==> config.mk <==
export PLATFORM = sky130hd
export DESIGN_NAME = rt_priority_ready_queue_top
export DESIGN_NICKNAME = d
export VERILOG_FILES = /design/src/rtl/core/rprq_pkg.sv /design/src/rtl/core/rprq_ctrl.sv /design/src/rtl/core/rprq_dp.sv /design/src/rtl/core/rt_priority_ready_queue_top.sv
export SDC_FILE = /design/constraint.sdc
export NUM_CORES = 1
export LEC_CHECK = 0
export BUFFER_PORTS_ARGS = -buffer_cell sky130_fd_sc_hd__buf_4
export CAP_MARGIN = 20
export CORE_MARGIN = 2
export CORE_UTILIZATION = 50
export DETAILED_ROUTE_END_ITERATION = 7
export GPL_ROUTABILITY_DRIVEN = 0
export PLACE_DENSITY = 0.66
export SYNTH_ARGS = -nofsm -noshare
export SYNTH_HDL_FRONTEND = slang
export SYNTH_SLANG_ARGS = --single-unit
==> constraint.sdc <==
create_clock -name i_clk -period 6.81 [get_ports i_clk]
set_input_delay 0.3405 -clock i_clk [delete_from_list [all_inputs] [get_ports i_clk]]
set_output_delay 0.3405 -clock i_clk [all_outputs]
set_load 0.01 [all_outputs]
==> src/rtl/core/rprq_pkg.sv <==
// shared types, codes and constants of the real-time priority ready queue
package rprq_pkg;

    localparam int DEPTH_DEFAULT   = 32;
    localparam int TASK_ID_DEFAULT = 8;

    localparam logic [6:0]  PRIO_MIN      = 7'd1;
    localparam logic [6:0]  PRIO_MAX      = 7'd99;
    localparam logic [15:0] QUANTUM_RESET = 16'd10;
    localparam logic [15:0] QUANTUM_MIN   = 16'd1;

    localparam logic REQ_ENQUEUE  = 1'b0;
    localparam logic REQ_DISPATCH = 1'b1;

    localparam logic CFG_ROUND_ROBIN = 1'b0;
    localparam logic CFG_RR_QUANTUM  = 1'b1;

    typedef enum logic [1:0] {
        ST_ENQUEUED   = 2'd0,
        ST_FULL       = 2'd1,
        ST_DISPATCHED = 2'd2,
        ST_EMPTY      = 2'd3
    } t_status;

    typedef enum logic [2:0] {
        S_CLEAR,
        S_IDLE,
        S_SCAN,
        S_LAST,
        S_COMMIT
    } t_state;

    typedef struct packed {
        logic       req_type;
        logic [7:0] task_id;
        logic [6:0] priority_req;
    } t_req;

    typedef struct packed {
        logic [1:0]  status;
        logic [7:0]  dispatched_id;
        logic [15:0] time_slice_ms;
        logic [5:0]  queue_depth;
    } t_rsp;

    typedef struct packed {
        logic accept;
        logic clear_wr;
        logic scan_rd;
        logic commit;
    } t_dp_cmd;

    typedef struct packed {
        logic addr_last;
        logic out_free;
    } t_dp_sts;

    function automatic logic [6:0] clamp_prio(input logic [6:0] p);
        logic [6:0] r;
        r = p;
        if (p < PRIO_MIN) r = PRIO_MIN;
        if (p > PRIO_MAX) r = PRIO_MAX;
        return r;
    endfunction

endpackage

==> src/rtl/core/rprq_ctrl.sv <==
// sequencer for clearing, slot scans and commits of the ready queue
module rprq_ctrl (
    input  logic             i_clk,
    input  logic             i_rst_n,
    input  logic             i_in_valid,
    output logic             o_in_ready,
    input  rprq_pkg::t_dp_sts i_sts,
    output rprq_pkg::t_dp_cmd o_cmd
);

    rprq_pkg::t_state r_state;
    rprq_pkg::t_state n_state;

    always_ff @(posedge i_clk) begin
        if (!i_rst_n) begin
            r_state <= rprq_pkg::S_CLEAR;
        end else begin
            r_state <= n_state;
        end
    end

    always_comb begin
        n_state    = r_state;
        o_in_ready = 1'b0;
        o_cmd      = '0;
        unique case (r_state)
            rprq_pkg::S_CLEAR: begin
                o_cmd.clear_wr = 1'b1;
                if (i_sts.addr_last) n_state = rprq_pkg::S_IDLE;
            end
            rprq_pkg::S_IDLE: begin
                o_in_ready   = 1'b1;
                o_cmd.accept = i_in_valid;
                if (i_in_valid) n_state = rprq_pkg::S_SCAN;
            end
            rprq_pkg::S_SCAN: begin
                o_cmd.scan_rd = 1'b1;
                if (i_sts.addr_last) n_state = rprq_pkg::S_LAST;
            end
            rprq_pkg::S_LAST: begin
                n_state = rprq_pkg::S_COMMIT;
            end
            rprq_pkg::S_COMMIT: begin
                o_cmd.commit = i_sts.out_free;
                if (i_sts.out_free) n_state = rprq_pkg::S_IDLE;
            end
            default: begin
                n_state = rprq_pkg::S_CLEAR;
            end
        endcase
    end

endmodule

==> src/rtl/core/rprq_dp.sv <==
// entry memory, scan compare, counters, configuration and result register
module rprq_dp #(
    parameter int QUEUE_DEPTH  = rprq_pkg::DEPTH_DEFAULT,
    parameter int TASK_ID_BITS = rprq_pkg::TASK_ID_DEFAULT
) (
    input  logic              i_clk,
    input  logic              i_rst_n,
    input  logic              i_cfg_we,
    input  logic              i_cfg_idx,
    input  logic [15:0]       i_cfg_data,
    input  rprq_pkg::t_req    i_in_data,
    input  rprq_pkg::t_dp_cmd i_cmd,
    output rprq_pkg::t_dp_sts o_sts,
    output logic              o_out_valid,
    input  logic              i_out_ready,
    output rprq_pkg::t_rsp    o_out_data
);

    localparam int AW    = $clog2(QUEUE_DEPTH);
    localparam int CNT_W = $clog2(QUEUE_DEPTH + 1);

    typedef struct packed {
        logic                    valid;
        logic [TASK_ID_BITS-1:0] task_id;
        logic [6:0]              prio;
        logic [15:0]             seq;
    } t_entry;

    t_entry r_mem [QUEUE_DEPTH];

    logic        r_round_robin;
    logic [15:0] r_quantum;

    logic [AW-1:0]    r_addr;
    logic             r_rd_vld;
    logic [AW-1:0]    r_rd_idx;
    t_entry           r_rd_data;

    logic                    r_req_type;
    logic [TASK_ID_BITS-1:0] r_req_task;
    logic [6:0]              r_req_prio;

    logic          r_found;
    logic [AW-1:0] r_best_idx;
    t_entry        r_best;

    logic [15:0]      r_next_seq;
    logic [CNT_W-1:0] r_count;
    logic [CNT_W-1:0] n_count;

    logic           r_out_valid;
    rprq_pkg::t_rsp r_out;
    rprq_pkg::t_rsp n_out;

    logic          w_addr_last;
    logic [15:0]   w_seq_diff;
    logic          w_first;
    logic          w_take;
    logic          w_we;
    logic [AW-1:0] w_waddr;
    t_entry        w_wdata;

    logic [TASK_ID_BITS+7:0] w_task_in_ext;
    logic [TASK_ID_BITS+7:0] w_task_out_ext;
    logic [CNT_W+5:0]        w_count_ext;

    assign w_addr_last     = (r_addr == AW'(QUEUE_DEPTH - 1));
    assign o_sts.addr_last = w_addr_last;
    assign o_sts.out_free  = !r_out_valid || i_out_ready;

    // configuration
    always_ff @(posedge i_clk) begin
        if (!i_rst_n) begin
            r_round_robin <= 1'b0;
            r_quantum     <= rprq_pkg::QUANTUM_RESET;
        end else if (i_cfg_we) begin
            unique case (i_cfg_idx)
                rprq_pkg::CFG_ROUND_ROBIN: r_round_robin <= i_cfg_data[0];
                rprq_pkg::CFG_RR_QUANTUM:  r_quantum     <= i_cfg_data;
                default: ;
            endcase
        end
    end

    // memory address sweep, shared by clearing and scanning
    always_ff @(posedge i_clk) begin
        if (!i_rst_n) begin
            r_addr   <= '0;
            r_rd_vld <= 1'b0;
        end else begin
            r_rd_vld <= i_cmd.scan_rd;
            if (i_cmd.clear_wr || i_cmd.scan_rd) begin
                r_addr <= w_addr_last ? '0 : r_addr + 1'b1;
            end
        end
    end

    always_ff @(posedge i_clk) begin
        if (w_we) r_mem[w_waddr] <= w_wdata;
        if (i_cmd.scan_rd) begin
            r_rd_data <= r_mem[r_addr];
            r_rd_idx  <= r_addr;
        end
    end

    // request capture
    assign w_task_in_ext = {{TASK_ID_BITS{1'b0}}, i_in_data.task_id};

    always_ff @(posedge i_clk) begin
        if (i_cmd.accept) begin
            r_req_type <= i_in_data.req_type;
            r_req_task <= w_task_in_ext[TASK_ID_BITS-1:0];
            r_req_prio <= rprq_pkg::clamp_prio(i_in_data.priority_req);
        end
    end

    // scan compare: first free slot, or highest priority then oldest
    assign w_seq_diff = r_rd_data.seq - r_best.seq;
    assign w_first    = (r_rd_data.prio > r_best.prio) ||
                        ((r_rd_data.prio == r_best.prio) && w_seq_diff[15]);

    always_comb begin
        if (r_req_type == rprq_pkg::REQ_ENQUEUE) begin
            w_take = r_rd_vld && !r_found && !r_rd_data.valid;
        end else begin
            w_take = r_rd_vld && r_rd_data.valid && (!r_found || w_first);
        end
    end

    always_ff @(posedge i_clk) begin
        if (!i_rst_n) begin
            r_found <= 1'b0;
        end else if (i_cmd.accept) begin
            r_found <= 1'b0;
        end else if (w_take) begin
            r_found <= 1'b1;
        end
    end

    always_ff @(posedge i_clk) begin
        if (w_take) begin
            r_best_idx <= r_rd_idx;
            r_best     <= r_rd_data;
        end
    end

    // memory write port
    always_comb begin
        w_we    = 1'b0;
        w_waddr = r_addr;
        w_wdata = '0;
        if (i_cmd.clear_wr) begin
            w_we = 1'b1;
        end else if (i_cmd.commit && r_found) begin
            w_we    = 1'b1;
            w_waddr = r_best_idx;
            if (r_req_type == rprq_pkg::REQ_ENQUEUE) begin
                w_wdata.valid   = 1'b1;
                w_wdata.task_id = r_req_task;
                w_wdata.prio    = r_req_prio;
                w_wdata.seq     = r_next_seq;
            end else begin
                w_wdata       = r_best;
                w_wdata.valid = 1'b0;
            end
        end
    end

    // result
    assign w_task_out_ext = {8'd0, r_best.task_id};
    assign w_count_ext    = {6'd0, n_count};

    always_comb begin
        n_count = r_count;
        n_out   = '0;
        if (r_req_type == rprq_pkg::REQ_ENQUEUE) begin
            if (r_found) begin
                n_count      = r_count + 1'b1;
                n_out.status = rprq_pkg::ST_ENQUEUED;
            end else begin
                n_out.status = rprq_pkg::ST_FULL;
            end
        end else begin
            if (r_found) begin
                if (r_count != '0) n_count = r_count - 1'b1;
                n_out.status        = rprq_pkg::ST_DISPATCHED;
                n_out.dispatched_id = w_task_out_ext[7:0];
                if (r_round_robin) begin
                    n_out.time_slice_ms = (r_quantum == '0) ? rprq_pkg::QUANTUM_MIN
                                                            : r_quantum;
                end
            end else begin
                n_out.status = rprq_pkg::ST_EMPTY;
            end
        end
        n_out.queue_depth = w_count_ext[5:0];
    end

    always_ff @(posedge i_clk) begin
        if (!i_rst_n) begin
            r_next_seq  <= '0;
            r_count     <= '0;
            r_out_valid <= 1'b0;
        end else begin
            if (i_cmd.commit) begin
                r_count     <= n_count;
                r_out_valid <= 1'b1;
                if (r_found && (r_req_type == rprq_pkg::REQ_ENQUEUE)) begin
                    r_next_seq <= r_next_seq + 1'b1;
                end
            end else if (i_out_ready) begin
                r_out_valid <= 1'b0;
            end
        end
    end

    always_ff @(posedge i_clk) begin
        if (i_cmd.commit) r_out <= n_out;
    end

    assign o_out_valid = r_out_valid;
    assign o_out_data  = r_out;

    a_no_overwrite: assert property (@(posedge i_clk) disable iff (!i_rst_n)
        i_cmd.commit |-> (!r_out_valid || i_out_ready))
        else $error("result register overwritten before transfer");

    a_cmd_exclusive: assert property (@(posedge i_clk) disable iff (!i_rst_n)
        $onehot0({i_cmd.accept, i_cmd.clear_wr, i_cmd.scan_rd, i_cmd.commit}))
        else $error("conflicting datapath commands");

    a_enq_count: assert property (@(posedge i_clk) disable iff (!i_rst_n)
        (i_cmd.commit && r_found && (r_req_type == rprq_pkg::REQ_ENQUEUE))
        |=> (r_count == $past(r_count) + 1'b1))
        else $error("entry count not advanced on enqueue");

    a_disp_nonempty: assert property (@(posedge i_clk) disable iff (!i_rst_n)
        (i_cmd.commit && r_found && (r_req_type == rprq_pkg::REQ_DISPATCH))
        |-> (r_count != '0))
        else $error("dispatch found an entry while count is zero");

endmodule

==> src/rtl/core/rt_priority_ready_queue_top.sv <==
// top level of the real-time priority ready queue
// flow: a request is taken in the idle state, then every slot is read in turn
// through the single read port of the entry memory, the last read is compared,
// and the result is committed to the result register; a new request is taken only
// after the commit, and a stalled result holds the commit and delays the next request
// reset: synchronous; afterwards a clearing pass writes every slot invalid,
// during which no request is taken (config writes are)
module rt_priority_ready_queue_top #(
    parameter int QUEUE_DEPTH  = rprq_pkg::DEPTH_DEFAULT,
    parameter int TASK_ID_BITS = rprq_pkg::TASK_ID_DEFAULT
) (
    input  logic           i_clk,
    input  logic           i_rst_n,
    input  logic           i_cfg_we,
    input  logic           i_cfg_idx,
    input  logic [15:0]    i_cfg_data,
    input  logic           i_in_valid,
    output logic           o_in_ready,
    input  rprq_pkg::t_req i_in_data,
    output logic           o_out_valid,
    input  logic           i_out_ready,
    output rprq_pkg::t_rsp o_out_data
);

    rprq_pkg::t_dp_cmd w_cmd;
    rprq_pkg::t_dp_sts w_sts;

    rprq_ctrl u_ctrl (
        .i_clk      (i_clk),
        .i_rst_n    (i_rst_n),
        .i_in_valid (i_in_valid),
        .o_in_ready (o_in_ready),
        .i_sts      (w_sts),
        .o_cmd      (w_cmd)
    );

    rprq_dp #(
        .QUEUE_DEPTH  (QUEUE_DEPTH),
        .TASK_ID_BITS (TASK_ID_BITS)
    ) u_dp (
        .i_clk       (i_clk),
        .i_rst_n     (i_rst_n),
        .i_cfg_we    (i_cfg_we),
        .i_cfg_idx   (i_cfg_idx),
        .i_cfg_data  (i_cfg_data),
        .i_in_data   (i_in_data),
        .i_cmd       (w_cmd),
        .o_sts       (w_sts),
        .o_out_valid (o_out_valid),
        .i_out_ready (i_out_ready),
        .o_out_data  (o_out_data)
    );

endmodule
Yosys cells after proc, flatten, opt, wreduce, memory -nomap -nowiden
Memories as Yosys holds them, arrays and structs flattened. A register that Yosys moved wholly into a read port is not among the register bits.
Index checks and enable logic that the tools add are counted.
- register bits: 139
- latch bits: 0
- RAM bits: 1024
- memory bits (read-only): 0
- input bits: 38
- memories kept: 1
- memory list (memory ; words ; width ; read ports ; clocked after Yosys merged registers in ; write ports ; line ; source):
    u_dp.r_mem ; 32 ; 32 ; 1 ; 1 ; 1 ; rprq_dp.sv:29 ; t_entry r_mem [QUEUE_DEPTH];
- $add $sub $neg: 5
- multiply operators: 0
- div/mod/pow operators: 0
- $lt $le $gt $ge: 3
- eq/ne operators: 10
- shifts and indexed selects: 0
- muxes and demuxes: 32
- bitwise gates (word level): 5
- reduce and logical (&&, ||, !) cells: 27
- operators by type and width (kind ; count):
    2-to-1 mux 32 bit ; 3
    2-to-1 mux 6 bit ; 4
    adder 16 x 1 -> 16 bit, second input constant ; 1
    logical NOT 16 bit ; 1
    subtractor 16 bit ; 1
    2-to-1 mux 1 bit ; 15
    2-to-1 mux 5 bit ; 3
    case mux 3 bit (5 select lines) ; 1
    2-to-1 mux 3 bit ; 4
    AND reduction 2 bit ; 4
    equality test 7 bit ; 1
    greater-than comparator 7 bit ; 1
    greater-than comparator 7 bit, second input constant ; 1
    logical AND 1 bit ; 7
    less-than comparator 7 x 1 -> 1 bit, second input constant ; 1
    2-to-1 mux 7 bit ; 1
    adder 6 x 1 -> 6 bit, second input constant ; 1
    equality test 3 x 2 -> 1 bit, second input constant ; 2
    != test 2 x 1 -> 1 bit, second input constant ; 3
    nonzero test 6 bit ; 1
    subtractor 6 x 1 -> 6 bit, second input constant ; 1
    adder 5 x 1 -> 5 bit, second input constant ; 1
    equality test 5 bit, second input constant ; 1
    NOT 1 bit ; 5
    other kinds (12) ; 18

Longest topological paths before layout
Gate-level depths: netlist of run 1.
- word-level depth: 8
- gate-level depth with buffers: 9
- gate-level depth less buffers: 7

By module
A second synthesis of run 1 with hierarchy kept.
- cell total of the unflattened synthesis: 2139
- area, all modules: 46325.7 µm²
- by module, submodules not included (module ; instances ; cells each ; area each (µm²) ; sequential area each (µm²)):
    rprq_dp ; 1 ; 2119 ; 46130.5 ; 35323.9
    rprq_ctrl ; 1 ; 20 ; 195.2 ; 60.1

Worst setup path after synthesis of run 1
Ideal clock, no wire load.
- path kind: reg2reg
- start point: reg u_ctrl.r_state[2]
- end point: reg u_dp.r_next_seq[2]
- library setup time: 0.115 ns
- data arrival time: 3.401 ns
- setup slack: 3.294 ns
- cell stages (with the launch flop): 6
- buffers on the path: 0
- period minus slack after synthesis: 3.516 ns
- cell sequence: dfxtp_1 > or3b_4 > nor4_1 > nand2_1 > xnor2_1 > and2_1
- word-level cells in the longest chain between the ends: 3
- ends and longest elaborated chain (element ; line ; source):
    start: declaration ; rprq_ctrl.sv:11 ; rprq_pkg::t_state r_state;
    start signal: assignment ; rprq_ctrl.sv:16 ; r_state <= rprq_pkg::S_CLEAR;
    start signal: assignment ; rprq_ctrl.sv:18 ; r_state <= n_state;
    equality test 3 bit ; rprq_ctrl.sv:26 ; unique case (r_state)
    2-to-1 mux 1 bit ; rprq_ctrl.sv:26 ;
    AND reduction 2 bit (no source line) ; - ;
    end signal: assignment ; rprq_dp.sv:209 ; r_next_seq <= r_next_seq + 1'b1;
    end: declaration ; rprq_dp.sv:47 ; logic [15:0] r_next_seq;
No other way between the ends.
A chain may end at the register's enable or synchronous reset.

Worst setup path in the final report of run 1
- start point: reg u_dp.r_found
- end point: mem u_dp.r_mem[21][19] (netlist name) (enable)
- word-level cells in the longest chain between the ends: 5
- ends and longest elaborated chain (element ; line ; source):
    start: declaration ; rprq_dp.sv:43 ; logic r_found;
    start signal: assignment ; rprq_dp.sv:132 ; r_found <= 1'b0;
    start signal: assignment ; rprq_dp.sv:134 ; r_found <= 1'b0;
    start signal: assignment ; rprq_dp.sv:136 ; r_found <= 1'b1;
    logical AND 1 bit * ; rprq_dp.sv:154 ; end else if (i_cmd.commit && r_found) begin
    2-to-1 mux 1 bit ; rprq_dp.sv:154 ;
    2-to-1 mux 1 bit ; rprq_dp.sv:152 ; if (i_cmd.clear_wr) begin
    2-to-1 mux 1 bit ; rprq_dp.sv:99 ; if (w_we) r_mem[w_waddr] <= w_wdata;
    2-to-1 mux 1 bit (not written as such) ; rprq_dp.sv:99 ;
    end: declaration ; rprq_dp.sv:29 ;
Every way passes the cells marked *; elsewhere a longest branch is shown, timed or not.

==> results of run 1 <==
-- state kept, by name, summed over array words and instances, names as in the netlist --
register and flops:
u_dp.r_addr 5, u_dp.r_count 6, u_ctrl.r_state 3, u_dp.r_mem 1024
u_dp.r_found 1, u_dp.r_best 31, u_dp.r_quantum 16, u_dp.r_next_seq 16
u_dp.r_best_idx 5, u_dp.r_req_type 1, u_dp.r_req_task 8, u_dp.r_rd_vld 1
u_dp.r_rd_data 32, u_dp.r_rd_idx 5, u_dp.o_out_data 32, u_dp.r_round_robin 1
u_dp.o_out_valid 1, u_dp.r_req_prio 7
-- where the power goes --
part	internal (mW)	leakage [nW]	switching (mW)	total, mW
logic	0.266	4.36	0.349	0.615
clock network	3.69	1.86	2.74	6.44
registers	8.04	11.4	0.0390	8.07
total	12.0	17.6	3.13	15.1
-- layout by cell type (no fill, tap or decap), types with 13 or more instances in the layout --
master / Yosys / layout
clkbuf_16: 0 / 118
bufinv_16: 0 / 13
a21oi_1: 23 / 22
dlygate4sd3_1: 0 / 34
and3_1: 19 / 19
edfxtp_1: 1145 / 1145
o22ai_1: 32 / 32
a211oi_1: 67 / 67
dfxtp_1: 50 / 47
buf_12: 0 / 17
mux2_2: 64 / 64
and2_1: 37 / 36
nor2b_1: 38 / 38
ha_1: 27 / 27
clkbuf_1: 70 / 21
inv_1: 33 / 33
nand2_1: 61 / 60
clkinv_1: 1 / 22
buf_4: 0 / 117
mux2i_1: 68 / 68
nor2_4: 0 / 41
nor2_1: 80 / 38
mux4_2: 256 / 256
nor3_1: 20 / 19
a21boi_0: 17 / 17
clkinv_2: 0 / 24
-- critical path, delay by kind of cell, from the launching register on --
kind / cells / cell delay, ns
flip-flops: 1 / 0.80
buffers and inverters: 1 / 0.51
AO/OA/AOI/OAI: 1 / 0.61
AND/OR/NAND/NOR: 2 / 1.92
-- kinds of logic (layout without fill, tap and decap cells) --
kind of cell               after synthesis  in the layout  share of synthesized area, %
DFF                                   1195           1195                          75.9
muxes                                  388            388                          15.4
and+or+nand+nor                        322            322                          3.64
AOI/OAI and AO/OA                      183            183                          2.71
buffers and inverters                  157            426                          1.36
adders and majority gates               27             27                         0.724
xor gates and xnor gates                18             18                         0.338
other                                    0              1                             0
-- layer usage --
layer,track usage (%),wire length (um),up-vias
met3,4.06,8450,161
met5,0,4,-
met1,33.1,44900,12300
li1,-,-,9751
met4,5.92,2680,2
met2,38.8,55800,931
-- final timing paths --
check / end / slack, ns / depth (start not counted) / startpoint
setup / recovery: u_dp.r_mem[21][19]$_DFFE_PP_ / 2.54 / 4 / u_dp.r_found$_SDFFE_PP0P_
hold / removal: u_dp.r_quantum[1]$_SDFFE_PN1P_ / 0.06 / 2 / i_rst_n
setup reg to reg: u_dp.r_mem[21][19]$_DFFE_PP_ / 2.54 / 4 / u_dp.r_found$_SDFFE_PP0P_
hold reg to reg: u_dp.r_best_idx[4]$_DFFE_PP_ / 0.40 / 0 / u_dp.r_rd_idx[4]$_DFFE_PP_
-- through the flow --
step / power (mW) / util (%) / instance area (sq um) / setup WS, ns
after CTS: 15.2 / 57.6 / 53500 / 2.62
final: 15.1 / 57.8 / 53700 / 2.54
after global routing: 15.5 / 57.8 / 53700 / 2.34
after floorplan: 8.61 / - / 46600 / 3.29
after global placement: 8.82 / 52.8 / 49000 / 2.73
after detailed placement: 8.83 / 53.1 / 49400 / 2.67
-- area by class of cell --
type                       instances  area (sq um)
clock inverter                    73           779
antenna                            1          2.50
timing repair buffer             178          1830
clock buffer                     141          3060
sequential                      1195         35400
multi-input combinational        938         11000
fill                            6670         39200
inverter                          34           128
tap                             1254          1570
-- timing repair --
| action | in CTS | in global routing |
|---|---|---|
| endpoints found under the hold margin | 35 | 0 |
| gates resized for setup | 0 | 0 |
| hold buffers | 34 | 0 |
==> results.md, run 1 <==
- Status: complete, no violations
- CTS Buf Count: 114
- Rel. slew slack: 21.6%
- Setup TNS: 0 ns
- Largest net degree at the start of global routing: 103
- Core area: 0.0929 sq mm
- Initial antenna violation count: 5
- Worst-skew pair later-pin latency: 0.71 ns
- Non-Filler Instances: 3814
- Area grow syn2layout: 15.2%
- Final setup vio count: 0
- Tot GR Track Use: 23.6%
- H-tree levels: 3
- Max Buffers Root-to-Sink: 3
- Cell area power density: 281 mW/mm^2
- Top cells by count, synth: edfxtp_1, mux4_2, nor2_1
- Post-Syn Area per Cell: 20.4 sq um
- Worst stage delay on the critical path: 1.03 ns
- Rows: 112
- Antenna Nets Post-Route: 0
- Die height: 309 um
- Crit Path Category: register to register
- Data required time of the critical path: 7.13 ns
- Layout cells sized above 1: 27.4%
- Die area: 0.0957 sq mm
- Post-Synthesis Cells: 2290
- Yosys synthesis warning count: 0
- Ys async rst share: 0%
- Synth Cell Area: 0.0466 sq mm
- Leakage: 17.6 nW
- Main synth FF type: edfxtp_1
- Die width: 309 um
- Top cell type's share of synthesized area: 73.7%
- Number of synthesized flops with an enable pin: 1145
- CP Cell Sequence: clkinv_1 > nor3_2 > a41oi_1 > nor2_4
- RSZ-0062 raised after global routing: false
- Yosys reg bits: 1195
- Ports: 72
- Actual slew at the worst max-slew pin: 1.18 ns
- VDD IR max: 0.000248 V
- CTS tree: done
- Syn nets: 2355
- CP Capture Type: register
- Via/cell ratio: 6.07
- Via count: 23200
- DRT Pass-1 Iters: 5
- Setup Buffers After CTS: 0
- CTS clock-pin slew for the worst setup and hold paths: 0.06 ns
- First-pass GRT wire length: 161000 um
- Vias in the first global route: 23100
- Port Buffer Count: 71
- DRT Wirelength: 112000 um
- Period Utilization, post-route: 62.7%
- DP Wirelength: 67300 um
- Post-layout net count: 2526
- Synth area leaders: edfxtp_1, mux4_2, dfxtp_1
- HP Class: input pin to register
- Max Clock Skew: 0.0359 ns
- Slowest cell on the critical path: nor2_4
- Placed cells: 3556
- Post-DR wirelength/cell: 29.3 um
- Yosys top cell by area: edfxtp_1
- Netlist cell types: 58
- DRT iter0 DRCs: 2849
- CP Max Fanout: 32
- Initial core utilization: 50.2%
- Hold Violations, Final: 0
- Final worst path period need: 4.27 ns
- Top-count cell post-synth: edfxtp_1
- Startpoint Class: register
- GRT overflow: 0
- Min Hold Slack: 0.0625 ns
- Seq/Total Area, Yosys: 75.9%
- Max cap viols: 0
- WP data arrival: 4.59 ns
- CTS sink cnt: 1195
- FMAX: 234 MHz
- CTS root buffer: clkbuf_16
- Slew Limit Fails: 0
- Residual DRC: 0
(Power assumes the default switching activity.)
==> inputs of run 2 (changes only) <==
Clock period 6.81 ns to 4.4 ns, I/O delays scaled along.
==> run 2 against run 1 <==
Net effect:
- worst setup slack got worse by 1.7 ns
- clock skew increased by 0.019 ns
- non-clock buffer count increased by 42
- utilization increased by 0.057 points
- worst hold slack improved by 0.099 ns
- sequential power increased by 55%
- first-iteration DRC count decreased by 12%
- cell count increased by 1.3%
- clock power increased by 50%
- clock-buffer cell count decreased by 1
- critical path type unchanged
- largest power group unchanged
- highest routed layer is now met4
==> results.md, run 2 (synthesis gave the netlist of run 1 again) <==
- Status: complete, no violations (unchanged)
- Data required time of the critical path: 4.76 ns (was 7.13 ns)
- Max reg flops: 1024 (unchanged)
- DP Wirelength: 63000 um (was 67300 um)
- Port Buffer Count: 71 (unchanged)
- CP Max Fanout: 19 (was 32)
- Max Buffers Root-to-Sink: 3 (unchanged)
- N_diodes: 0 (was 1)
- Rel. slew slack: 22.4% (was 21.6%)
- Crit Path Category: register to register (unchanged)
- Die height: 309 um (unchanged)
- CTS Buf Count: 116 (was 114)
- Setup Buffers After CTS: 0 (unchanged)
- Leakage: 17.8 nW (was 17.6 nW)
- Worst-skew pair later-pin latency: 0.73 ns (was 0.71 ns)
- Setup TNS: 0 ns (unchanged)
- Via count: 23200 (about the same)
- Largest delay share family, worst path: simple AND/OR/NAND/NOR gates (unchanged)
- CTS sink cnt: 1195 (unchanged)
- Tot GR Track Use: 22.7% (was 23.6%)
- Post-DR wirelength/cell: 27.8 um (was 29.3 um)
- Multi-input gate area: 0.0109 sq mm (was 0.0110 sq mm)
- Actual slew at the worst max-slew pin: 1.16 ns (was 1.18 ns)
- DRT iter0 DRCs: 2517 (was 2849)
- Initial core utilization: 50.2% (unchanged)
- Core area: 0.0929 sq mm (unchanged)
- Vias in the first global route: 23700 (was 23100)
- Commonest non-fill, non-tap cell in the layout: edfxtp_1 (unchanged)
- First-pass GRT wire length: 158000 um (was 161000 um)
- Ports: 72 (unchanged)
- H-tree levels: 3 (unchanged)
- Filler cells: 6736 (was 6670)
- WP data arrival: 3.87 ns (was 4.59 ns)
- HP Class: input pin to register (unchanged)
- Final setup vio count: 0 (unchanged)
- Slowest cell on the critical path: nor2_4 (unchanged)
- Area grow syn2layout: 15.3% (was 15.2%)
- CTS tree: done (unchanged)
- Cell area power density: 430 mW/mm^2 (was 281 mW/mm^2)
- Final worst path period need: 3.51 ns (was 4.27 ns)
- CTS clock-pin slew for the worst setup and hold paths: 0.06 ns (about the same)
- Via/cell ratio: 6.01 (was 6.07)
- Worst slack at placement: 0.884 ns (was 2.67 ns)
- FMAX: 285 MHz (was 234 MHz)
- Layout cells sized above 1: 28.1% (was 27.4%)
- Worst stage delay on the critical path: 0.73 ns (was 1.03 ns)
- Max Clock Skew: 0.0544 ns (was 0.0359 ns)
- Crit path buf inv count: 1 (unchanged)
- Die area: 0.0957 sq mm (unchanged)
- Slew Limit Fails: 0 (unchanged)
- Register Area: 0.0354 sq mm (unchanged)
- Rows: 112 (unchanged)
- Fin worst setup slack: 0.890 ns (was 2.54 ns)
- GRT overflow: 0 (unchanged)
- CP Cell Sequence: or2_2 > or3_1 > a21o_1 > o32a_1 > nor2_4 > buf_4 (was clkinv_1 > nor3_2 > a41oi_1 > nor2_4)
- CTS root buffer: clkbuf_16 (unchanged)
- CP Capture Type: register (unchanged)
- Largest net degree at the start of global routing: 131 (was 103)
- Period Utilization, post-route: 79.8% (was 62.7%)
- VDD IR max: 0.000326 V (was 0.000248 V)
- Max cap viols: 0 (unchanged)
- Startpoint Class: register (unchanged)
- RSZ-0062 raised after global routing: false (unchanged)
- DRT Pass-1 Iters: 6 (was 5)
- DRT Wirelength: 107000 um (was 112000 um)
- Hold Violations, Final: 0 (unchanged)
- Most flops, register: u_dp.r_mem (unchanged)
- Antenna Nets Post-Route: 0 (unchanged)
- Post-layout net count: 2570 (was 2526)
- Initial antenna violation count: 0 (was 5)
- Residual DRC: 0 (unchanged)
- Die width: 309 um (unchanged)
- Most frequent cells in the layout: edfxtp_1, mux4_2, buf_4, clkbuf_16, mux2i_1 (was edfxtp_1, mux4_2, clkbuf_16, buf_4, mux2i_1)
- Min Hold Slack: 0.161 ns (was 0.0625 ns)
run 2: changes by cell type in the layout (fill, tap and decap cells not counted), moves of 2 or more:
cell and change:
buf_4 +38, dlygate4sd3_1 +12, buf_16 -8, clkinv_1 +8
nor2_2 +8, nor2_4 -8, clkinv_2 +7, bufinv_16 -6
clkbuf_1 -3, clkbuf_8 +2, clkinvlp_4 -2
run 2: area by class of cell:
class	count	share of cell area, %
inverter	34	0.237
multi-input combinational	938	20.3
timing repair buffer	220	3.75
sequential	1195	65.8
clock buffer	140	5.72
tap	1254	2.92
clock inverter	82	1.27
run 2: final timing paths:
check / slack, ns / depth (start not counted) / to / from
setup / recovery: 0.89 / 6 / u_dp.r_mem[4][25]$_DFFE_PP_ / u_ctrl.r_state[2]$_SDFFE_PN0P_
hold / removal: 0.16 / 4 / u_dp.r_quantum[0]$_SDFFE_PN0P_ / i_cfg_idx
setup reg to reg: 0.89 / 6 / u_dp.r_mem[4][25]$_DFFE_PP_ / u_ctrl.r_state[2]$_SDFFE_PN0P_
hold reg to reg: 0.42 / 0 / u_dp.r_best_idx[4]$_DFFE_PP_ / u_dp.r_rd_idx[4]$_DFFE_PP_
run 2: per-stage QoR:
| stage | power (mW) | area, sq um | std cells | util (%) |
|---|---|---|---|---|
| after floorplan | 13.3 | 46600 | 2290 | - |
| after global placement | 13.6 | 49500 | 3593 | 53.3 |
| after detailed placement | 13.7 | 49600 | 3595 | 53.4 |
| after CTS | 23.3 | 53800 | 3863 | 57.9 |
| after global routing | 23.8 | 53800 | 3863 | 57.9 |
| final | 23.1 | 53800 | 3863 | 57.9 |
run 2: power by group:
| group | internal, mW | switching (mW) | leakage (nW) |
|---|---|---|---|
| clock | 5.42 | 4.27 | 1.84 |
| combinational | 0.426 | 0.506 | 4.53 |
| sequential | 12.4 | 0.0655 | 11.4 |
| total | 18.3 | 4.84 | 17.8 |
run 2: metal layers:
layer	wire length, um	vias up	global-route usage (%)	share of wire (%)
met1	43400	12300	30.8	40
met2	54300	844	38.3	51
met4	3310	0	7.48	3.1
li1	-	9862	-	-
met3	6250	181	3.13	5.8
met5	0	-	0	0
run 2: repair_timing:
item,in CTS,in global routing
resized for setup,0,0
hold buffers,46,0
hold endpoints to repair,61,0
run 2: tightest hold or removal path, delay by kind of cell:
family,cells,cell delay (ns)
simple gates,2,0.42
buf+inv,1,0.12
compound gates,1,0.07
